File: config.mk
export PLATFORM = sky130hd
export DESIGN_NAME = message_flood_limiter_top
export DESIGN_NICKNAME = d
export VERILOG_FILES = /design/src/mfl_pkg.sv /design/src/message_flood_limiter_top.sv
export SDC_FILE = /design/constraint.sdc
export NUM_CORES = 1
export LEC_CHECK = 0
export BUFFER_PORTS_ARGS = -buffer_cell sky130_fd_sc_hd__buf_2
export CORE_MARGIN = 3
export CORE_UTILIZATION = 65
export CTS_BUF_LIST = sky130_fd_sc_hd__clkbuf_8
export DETAILED_ROUTE_END_ITERATION = 7
export GPL_ROUTABILITY_DRIVEN = 1
export PLACE_DENSITY = 0.82
export SETUP_SLACK_MARGIN = 0.02
export SYNTH_ARGS = -nofsm -noshare
export SYNTH_HDL_FRONTEND = slang
export SYNTH_SLANG_ARGS = --single-unit
File: constraint.sdc
create_clock -name clk -period 12.5 [get_ports clk]
set_clock_uncertainty 0.2 [all_clocks]
set_input_delay 1.875 -clock clk [delete_from_list [all_inputs] [get_ports clk]]
set_output_delay 1.875 -clock clk [all_outputs]
set_load 0.03 [all_outputs]
File: src/mfl_pkg.sv
// ----------------------------------------------------------------------------
// mfl_pkg: shared types and constants for the message flood limiter
// Holds the ring geometry, the time width, the verdict codes and the
// configuration register indexes.
// ----------------------------------------------------------------------------
package mfl_pkg;

  // Ring geometry and time width.
  localparam int RING_DEPTH = 16;
  localparam int TIME_BITS  = 32;
  localparam int HEAD_W     = (RING_DEPTH > 1) ? $clog2(RING_DEPTH) : 1;
  localparam int MCNT_W     = $clog2(RING_DEPTH + 1);
  localparam int SUM_W      = HEAD_W + 2;

  // Field widths.
  localparam int NOW_W      = 32;
  localparam int MAXM_W     = 5;
  localparam int TICK_W     = 16;
  localparam int VERDICT_W  = 2;
  localparam int IN_DATA_W  = 32;
  localparam int OUT_DATA_W = 24;
  localparam int CFG_ADDR_W = 2;
  localparam int CFG_DATA_W = 16;

  typedef logic [TIME_BITS-1:0] time_t;
  typedef logic [HEAD_W-1:0]    head_t;

  typedef enum logic [VERDICT_W-1:0] {
    VERDICT_ACCEPT   = 2'd0,
    VERDICT_LOCKED   = 2'd1,
    VERDICT_NEW_LOCK = 2'd2
  } verdict_t;

  typedef enum logic [CFG_ADDR_W-1:0] {
    CFG_MAX_MSGS     = 2'd0,
    CFG_WINDOW_TICKS = 2'd1,
    CFG_WAIT_DELAY   = 2'd2
  } cfg_idx_t;

  localparam time_t TIME_MAX = '1;

endpackage

File: src/message_flood_limiter_top.sv
// ----------------------------------------------------------------------------
// message_flood_limiter_top: sliding window rate limiter for message attempts
// Keeps a ring of recently accepted timestamps and a lockout end time, and
// gives one verdict word for every timestamp word that comes in.
// ----------------------------------------------------------------------------
// Each word goes through the input register, then the result register.
// Throughput: one word per cycle while the result side is not stalled; the
// ring is held in flip-flops, so the lookup, the window compare and the ring
// write all complete in the single pass.
// Reset (rst_n low, synchronous): ring cleared to zero (empty), head and lockout
// end cleared, registers set to max_msgs 4, window_ticks 40, wait_delay 100.
module message_flood_limiter_top
  import mfl_pkg::*;
(
  input  logic                  clk,
  input  logic                  rst_n,
  // Input stream. in_tdata: now[31:0].
  input  logic                  in_tvalid,
  output logic                  in_tready,
  input  logic [IN_DATA_W-1:0]  in_tdata,
  // Result stream. out_tdata: verdict[1:0], remaining[17:2], zeros[23:18].
  output logic                  out_tvalid,
  input  logic                  out_tready,
  output logic [OUT_DATA_W-1:0] out_tdata,
  // Configuration write port.
  input  logic                  cfg_we,
  input  logic [CFG_ADDR_W-1:0] cfg_addr,
  input  logic [CFG_DATA_W-1:0] cfg_wdata
);

  // Configuration registers.
  logic [MAXM_W-1:0] max_msgs_r;
  logic [TICK_W-1:0] window_ticks_r;
  logic [TICK_W-1:0] wait_delay_r;

  // Limiter state.
  time_t             ring_r [RING_DEPTH];
  head_t             ring_head_r;
  head_t             ring_head_nxt;
  time_t             lock_until_r;
  time_t             lock_until_nxt;

  // Pipeline registers.
  logic              in_valid_r;
  logic [NOW_W-1:0]  in_now_r;
  logic              out_valid_r;
  verdict_t          verdict_r;
  verdict_t          verdict_nxt;
  logic [TICK_W-1:0] remaining_r;
  logic [TICK_W-1:0] remaining_nxt;

  logic              advance;
  logic              ring_wr;

  // Working signals of the single pass.
  logic [NOW_W+TIME_BITS-1:0]  now_ext;
  time_t                       now_t;
  logic [MCNT_W-1:0]           m_eff;
  logic [SUM_W-1:0]            slot_sum;
  logic [SUM_W-1:0]            slot_wrap;
  head_t                       slot;
  head_t                       head_inc;
  time_t                       stamp;
  time_t                       age;
  logic                        in_window;
  logic                        locked;
  logic [TIME_BITS:0]          lock_sum;
  time_t                       lock_new;
  time_t                       diff;
  logic [TIME_BITS+TICK_W-1:0] diff_ext;

  assign advance   = in_valid_r && (!out_valid_r || out_tready);
  assign in_tready = !in_valid_r || advance;

  always_comb begin
    now_ext = {{TIME_BITS{1'b0}}, in_now_r};
    now_t   = now_ext[TIME_BITS-1:0];

    if (32'(max_msgs_r) > 32'(RING_DEPTH)) begin
      m_eff = MCNT_W'(RING_DEPTH);
    end else begin
      m_eff = MCNT_W'(max_msgs_r);
    end

    // Slot max_msgs-1 places behind the head, wrapped round the ring; for a
    // nonzero max_msgs the sum stays below twice the depth, so one subtraction wraps it.
    slot_sum = SUM_W'(ring_head_r) + SUM_W'(RING_DEPTH) + SUM_W'(1) - SUM_W'(m_eff);
    if (slot_sum >= SUM_W'(RING_DEPTH)) begin
      slot_wrap = slot_sum - SUM_W'(RING_DEPTH);
    end else begin
      slot_wrap = slot_sum;
    end
    slot = slot_wrap[HEAD_W-1:0];

    if (SUM_W'(ring_head_r) + SUM_W'(1) >= SUM_W'(RING_DEPTH)) begin
      head_inc = '0;
    end else begin
      head_inc = ring_head_r + head_t'(1);
    end

    stamp = ring_r[slot];
    age   = now_t - stamp;
    // A stamp later than now counts as inside the window.
    in_window = (stamp > now_t) || (age < time_t'(window_ticks_r));
    locked    = now_t < lock_until_r;

    // The lockout end saturates at the largest time value.
    lock_sum = {1'b0, now_t} + (TIME_BITS+1)'(wait_delay_r);
    if (lock_sum[TIME_BITS]) begin
      lock_new = TIME_MAX;
    end else begin
      lock_new = lock_sum[TIME_BITS-1:0];
    end

    ring_head_nxt  = ring_head_r;
    lock_until_nxt = lock_until_r;
    ring_wr        = 1'b0;
    verdict_nxt    = VERDICT_ACCEPT;
    diff           = '0;

    if (max_msgs_r != '0) begin
      if (locked) begin
        verdict_nxt = VERDICT_LOCKED;
        diff        = lock_until_r - now_t;
      end else if (stamp != '0 && in_window) begin
        verdict_nxt    = VERDICT_NEW_LOCK;
        lock_until_nxt = lock_new;
        diff           = lock_new - now_t;
      end else begin
        ring_head_nxt = head_inc;
        ring_wr       = 1'b1;
      end
    end

    diff_ext = {{TICK_W{1'b0}}, diff};
    if (diff_ext[TIME_BITS+TICK_W-1:TICK_W] != '0) begin
      remaining_nxt = '1;
    end else begin
      remaining_nxt = diff[TICK_W-1:0];
    end
  end

  // Configuration registers.
  always_ff @(posedge clk) begin
    if (!rst_n) begin
      max_msgs_r     <= MAXM_W'(4);
      window_ticks_r <= TICK_W'(40);
      wait_delay_r   <= TICK_W'(100);
    end else if (cfg_we) begin
      unique case (cfg_addr)
        CFG_MAX_MSGS:     max_msgs_r     <= cfg_wdata[MAXM_W-1:0];
        CFG_WINDOW_TICKS: window_ticks_r <= cfg_wdata;
        CFG_WAIT_DELAY:   wait_delay_r   <= cfg_wdata;
        default: ;
      endcase
    end
  end

  // Limiter state; the ring resets to zero, which marks an empty slot.
  always_ff @(posedge clk) begin
    if (!rst_n) begin
      for (int i = 0; i < RING_DEPTH; i++) begin
        ring_r[i] <= '0;
      end
      ring_head_r  <= '0;
      lock_until_r <= '0;
    end else if (advance) begin
      ring_head_r  <= ring_head_nxt;
      lock_until_r <= lock_until_nxt;
      if (ring_wr) begin
        ring_r[ring_head_nxt] <= now_t;
      end
    end
  end

  // Input register.
  always_ff @(posedge clk) begin
    if (!rst_n) begin
      in_valid_r <= 1'b0;
    end else if (in_tready) begin
      in_valid_r <= in_tvalid;
    end
  end

  always_ff @(posedge clk) begin
    if (in_tready && in_tvalid) begin
      in_now_r <= in_tdata;
    end
  end

  // Result register.
  always_ff @(posedge clk) begin
    if (!rst_n) begin
      out_valid_r <= 1'b0;
    end else if (advance) begin
      out_valid_r <= 1'b1;
    end else if (out_tready) begin
      out_valid_r <= 1'b0;
    end
  end

  always_ff @(posedge clk) begin
    if (advance) begin
      verdict_r   <= verdict_nxt;
      remaining_r <= remaining_nxt;
    end
  end

  assign out_tvalid = out_valid_r;
  assign out_tdata  = {{(OUT_DATA_W-VERDICT_W-TICK_W){1'b0}}, remaining_r, verdict_r};

  // An accepted word never reports time left on a lockout.
  a_accept_no_remaining: assert property (@(posedge clk) disable iff (!rst_n)
    out_valid_r && verdict_r == VERDICT_ACCEPT |-> remaining_r == '0)
    else $error("accepted word carries nonzero remaining");

  // The ring head moves only when a word is accepted.
  a_head_only_on_accept: assert property (@(posedge clk) disable iff (!rst_n)
    !(advance && ring_wr) |=> $stable(ring_head_r))
    else $error("ring head moved without an accepted word");

  // A held input word is not lost while the result side stalls.
  a_input_held: assert property (@(posedge clk) disable iff (!rst_n)
    in_valid_r && !advance |=> in_valid_r && $stable(in_now_r))
    else $error("input word dropped while stalled");

  // Every processed word yields a result word in the next cycle.
  a_result_follows: assert property (@(posedge clk) disable iff (!rst_n)
    advance |=> out_valid_r)
    else $error("processed word produced no result");

  // A new lockout never ends before the time that raised it.
  a_new_lock_ahead: assert property (@(posedge clk) disable iff (!rst_n)
    advance && verdict_nxt == VERDICT_NEW_LOCK |=> lock_until_r >= $past(now_t))
    else $error("new lockout ends in the past");

endmodule

---- Yosys cells after proc, flatten, opt, wreduce, memory -nomap -nowiden ----
Memories as Yosys holds them, arrays and structs flattened.
Index checks and enable logic that the tools add are counted.
storage, ports and cells
  register bits ........................... 125
  bits in writable memories ............... 512
  memories kept ........................... 1
operators by class
  add/sub/neg operators ................... 10
  magnitude comparators ................... 6
  eq/ne operators ......................... 2
  muxes and demuxes ....................... 25
  bitwise operators ....................... 2
  reduce and logical (&&, ||, !) cells .... 19
memories
  name    depth  width  rd ports  clocked after memory_dff  write ports  line                             source
  ring_r  16     32     1         0                         16           message_flood_limiter_top.sv:37  time_t ring_r [RING_DEPTH];
operators by type and width
  cell                                                   number
  2-to-1 mux 32 bit                                      5
  subtractor 32 bit                                      3
  adder 32 x 16 -> 33 bit                                1
  greater-than comparator 32 bit                         1
  < comparator 32 x 16 -> 1 bit                          1
  < comparator 32 bit                                    1
  nonzero test 32 bit                                    1
  OR reduction 32 bit                                    1
  2-to-1 mux 4 bit                                       6
  nonzero test 16 bit                                    1
  2-to-1 mux 1 bit                                       12
  adder 4 x 5 -> 6 bit (second input constant)           1
  adder 6 x 1 -> 6 bit (second input constant)           1
  >= comparator 6 x 5 -> 1 bit (second input constant)   1
  AND reduction 2 bit                                    3
  subtractor 6 x 5 -> 6 bit                              1
  adder 4 x 1 -> 5 bit (second input constant)           1
  >= comparator 5 bit (second input constant)            1
  greater-than comparator 5 bit (second input constant)  1
  2-to-1 mux 5 bit                                       1
  nonzero test 5 bit                                     1
  adder 4 x 1 -> 4 bit (second input constant)           1
  AND reduction 4 bit                                    1
  subtractor 4 x 1 -> 4 bit (second input constant)      1
  10 further kinds                                       16

---- Longest topological paths before layout ----
An unclocked memory read counts as a cell.
  word-level depth ........................ 19
  mapped depth ............................ 39
  gate-level depth less buffers ........... 32

---- Worst setup path after synthesis ----
Ideal clock, no wire load.
  kind .................................... register to register
  from .................................... register max_msgs_r[4]
  to ...................................... memory ring_r[15][0] (netlist name) (enable)
  arrival time ............................ 10.530 ns
  slack ................................... 1.300 ns
  cell stages (with the launch flop) ...... 39
  path buffers ............................ 7
  clock period less this slack ............ 11.200 ns
  cells stage by stage .................... dfxtp_1 nor2b_1 ha_1 inv_1 ha_1 inv_1 fa_1 buf_2 buf_2 buf_1 clkbuf_1 clkbuf_1 mux4_2 mux4_2 inv_1 ha_1 and3_1 and2_1 [3 not listed] o21ai_0 xor2_1 ha_1 a21o_1 a21o_1 a21o_1 a21oi_1 o2111ai_1 nor4_1 o211ai_1 or4_1 nor4_4 nand3_2 mux2_2 and3_1 clkbuf_1 buf_2 o31ai_1
RTL lines
  what                      line                              source
  start: declaration        message_flood_limiter_top.sv:32   logic [MAXM_W-1:0] max_msgs_r;
  start signal: assignment  message_flood_limiter_top.sv:151  CFG_MAX_MSGS: max_msgs_r <= cfg_wdata[MAXM_W-1:0];
  end: declaration          message_flood_limiter_top.sv:37

==> impl_metrics.json <==
{
  "period_share": 0.896,
  "post-route-util": 0.719,
  "crit-reg2reg-launch": "ring_head_r[1]",
  "grt_max_degree": 89,
  "power.leakage_nw": 14.2,
  "synthCells": 2932,
  "htreeDepth": 3,
  "startpoint_type": "flip-flop",
  "cts_tree": "built",
  "crit_top_cell": "inv_1",
  "portBuffers": 74,
  "syn_area_um2": 35400,
  "critPathSlowestCell": "fa_4",
  "first_iter_violations": 3327,
  "dpl.hpwl_um": 75800,
  "synthArstFlopShare": 0,
  "hp-start": "window_ticks_r[0]",
  "grt_pass1_wl_um": 170000,
  "max-clock-path-buffers": 3,
  "peakVddDrop_mv": 0.101,
  "final_area_um2": 38300,
  "num_vias": 26641,
  "worstPathMaxFanout": 62,
  "hold_viol": 0,
  "fmax_mhz": 89.3,
  "holdCritPathClass": "reg -> reg",
  "multi_input_area_um2": 15800,
  "finalMaxSlewViolations": 0,
  "grt_overflow_total": 0,
  "cap_violations": 0,
  "switching_share": 0.327,
  "drive_above_1_share": 0.190,
  "synth-seq-cells": 637,
  "cts-root-buf": "clkbuf_8",
  "p_int_mw": 3.81,
  "reg2reg_to": "ring_r[15][4]",
  "cts_hold_buffers": 0,
  "synth_top_flop_cell": "edfxtp_1",
  "track_usage": 0.409,
  "hold_depth": 2,
  "grt_pass1_vias": 26357,
  "n_fill_cell": 3573,
  "combinationalPowerShare": 0.262,
  "setup_ws_ns": 1.30,
  "critPathArrivalTime_ns": 11.35,
  "whs_endpoint": "window_ticks_r[0]",
  "initial_core_util": 0.665,
  "reg2reg_slack_ns": 1.30,
  "worst_slew_pin_slew_ns": 1.33,
  "synth_cell_types": 88,
  "worstRegToRegCells": 31,
  "first_pass_iters": 6,
  "cts.sinks": 637,
  "cpPeakStageDelay_ns": 1.52,
  "required_ns": 12.65,
  "cts-resized-gates": 0,
  "relSlewSlack": 0.105,
  "viasPerCell": 7.17,
  "finalCriticalPeriod_ns": 11.20,
  "finalSetupViolCount": 0,
  "antenna_found_initial": 4,
  "rsz0062_at_grt": "no",
  "dieArea_um2": 57300,
  "cts_setup_buffers": 0,
  "final_antenna_net_count": 0,
  "yosys_warnings": 0,
  "preCtsSetupSlack_ns": 1.56,
  "synth_area_per_cell_um2": 12.1,
  "synth_enable_flop_cells": 562,
  "p_clk_frac": 0.303,
  "dpl_cell_area_um2": 36300,
  "syn_to_final_growth_pct": 8.11,
  "seqCellArea_um2": 18400,
  "status": "finished, final reports clean",
  "ys_seq_area_frac": 0.519,
  "rows": 84,
  "wl_per_cell_um": 31.3,
  "end_kind": "flip-flop",
  "crit_type": "reg -> reg",
  "drcViolationCount": 0,
  "io_pins": 81,
  "gp_congestion": 1.01,
  "fin_hold_ws_ns": 0.258,
  "die_w_um": 239,
  "switching_power_mw": 1.85,
  "die_y_um": 239,
  "p_seq_frac": 0.436,
  "nNetsFinal": 3121,
  "cts_made_buffers": 101,
  "power.density_nw_per_um2": 148,
  "postRouteWirelength_um": 116000,
  "clk_latency_ns": 0.71,
  "mostFrequentLayoutCells": "edfxtp_1, and2_1, nand2_1, nor3_1, mux4_2",
  "tns_ns": 0,
  "clkTransAtPathRegs_ns": 0.06,
  "final_common_cell": "edfxtp_1",
  "core-area_um2": 53200
}
[state kept, by name (all words and copies together) (netlist names)]
| name | cells |
|---|---|
| in_now_r | 32 |
| wait_delay_r | 16 |
| out_tvalid | 1 |
| ring_head_r | 4 |
| remaining_r | 16 |
| lock_until_r | 32 |
| in_valid_r | 1 |
| ring_r | 512 |
| max_msgs_r | 5 |
| window_ticks_r | 16 |
| verdict_r | 2 |
[worst max-delay path, delay by kind of cell, from the launching register on]
family                   cells  cell delay, ns
flip-flops                   1            0.42
AND/OR/NAND/NOR              5            1.79
multiplexers                 3            1.30
AO/OA/AOI/OAI               11            3.08
buffers and inverters        6            1.25
adder cells (fa/ha/maj)      5            2.50
XOR/XNOR                     1            0.21
[Yosys cell counts, types with 18 or more instances]
| master | instances | area share |
|---|---|---|
| edfxtp_1 | 562 | 0.48 |
| and2_1 | 268 | 0.047 |
| nand2_1 | 182 | 0.019 |
| nor3_1 | 172 | 0.024 |
| a21oi_1 | 157 | 0.022 |
| mux4_2 | 156 | 0.099 |
| clkbuf_1 | 155 | 0.016 |
| ha_1 | 113 | 0.040 |
| inv_1 | 98 | 0.010 |
| nor2_1 | 83 | 0.0088 |
| nor3_2 | 81 | 0.023 |
| o21ai_0 | 80 | 0.011 |
| dfxtp_1 | 75 | 0.042 |
| a21o_1 | 66 | 0.014 |
| xnor2_1 | 48 | 0.012 |
| nor4_1 | 47 | 0.0083 |
| nand3_1 | 46 | 0.0065 |
| buf_2 | 41 | 0.0058 |
| nand2b_1 | 34 | 0.0060 |
| xor2_1 | 26 | 0.0064 |
| o211ai_1 | 23 | 0.0049 |
| o21a_1 | 23 | 0.0049 |
| nor2b_1 | 22 | 0.0039 |
| nand4_1 | 21 | 0.0037 |
| mux2i_1 | 20 | 0.0057 |
| a21boi_0 | 19 | 0.0040 |
| clkinv_1 | 19 | 0.0020 |
| a211o_1 | 18 | 0.0045 |
| a31oi_1 | 18 | 0.0032 |
| and3_1 | 18 | 0.0032 |
[logic make-up (layout without fill, tap and decap cells)]
logic type,after synthesis,in the layout,share of synthesized area
and+or+nand+nor,1030,1030,0.167
DFF,637,637,0.519
AOI/OAI and AO/OA,538,538,0.103
buffers and inverters,350,440,0.0419
muxes,183,183,0.107
adders and majority gates,118,118,0.0428
xor gates and xnor gates,75,75,0.0190
other,1,9,0.000106
[per-layer routing]
| layer | global-route usage | wire length [µm] | up-vias |
|---|---|---|---|
| met2 | 0.615 | 52200 | 2106 |
| li1 | - | - | 11087 |
| met1 | 0.517 | 40600 | 13029 |
| met3 | 0.124 | 15000 | 415 |
| met4 | 0.272 | 8540 | 4 |
| met5 | 0 | 30 | - |
[layout make-up]
cell class | count | share of cell area
diodes | 3 | 0.000196
well taps | 688 | 0.0225
inverters | 123 | 0.0121
repair buffers | 135 | 0.0223
multi-input cells | 1950 | 0.413
clock buffers | 107 | 0.0385
clock inverters | 75 | 0.0113
flip-flops and latches | 637 | 0.480
[power by group through the flow]
stage | registers (mW) | clock network (mW) | logic [mW]
2_1_floorplan | 2.50 | 0 | 0.983
3_3_place_gp | 2.50 | 0 | 1.42
3_5_place_dp | 2.51 | 0 | 1.43
4_1_cts | 2.47 | 1.71 | 1.44
5_1_grt | 2.48 | 1.80 | 1.57
6_report | 2.47 | 1.71 | 1.48
[per-stage QoR]
| step | std cells | total power, mW |
|---|---|---|
| global placement | 3533 | 3.93 |
| detailed placement | 3533 | 3.94 |
| global route | 3716 | 5.85 |
| floorplan | 2937 | 3.49 |
| CTS | 3715 | 5.62 |
| finish | 3718 | 5.67 |
[worst max-delay path by stage]
stage / start / slack [ns] / cells after the start / endpoint
6_report: ring_head_r[1] / 1.30 / 31 / ring_r[15][4]
5_1_grt: max_msgs_r[4] / 0.95 / 31 / ring_r[15][4]
4_1_cts: max_msgs_r[4] / 1.48 / 31 / ring_r[15][4]
3_5_place_dp: ring_head_r[1] / 1.56 / 31 / ring_r[15][23]
3_3_place_gp: max_msgs_r[4] / 1.80 / 31 / ring_r[15][23]
2_1_floorplan: max_msgs_r[4] / 1.30 / 38 / ring_r[15][0]
Note: power is estimated with default switching activity, not from simulation.
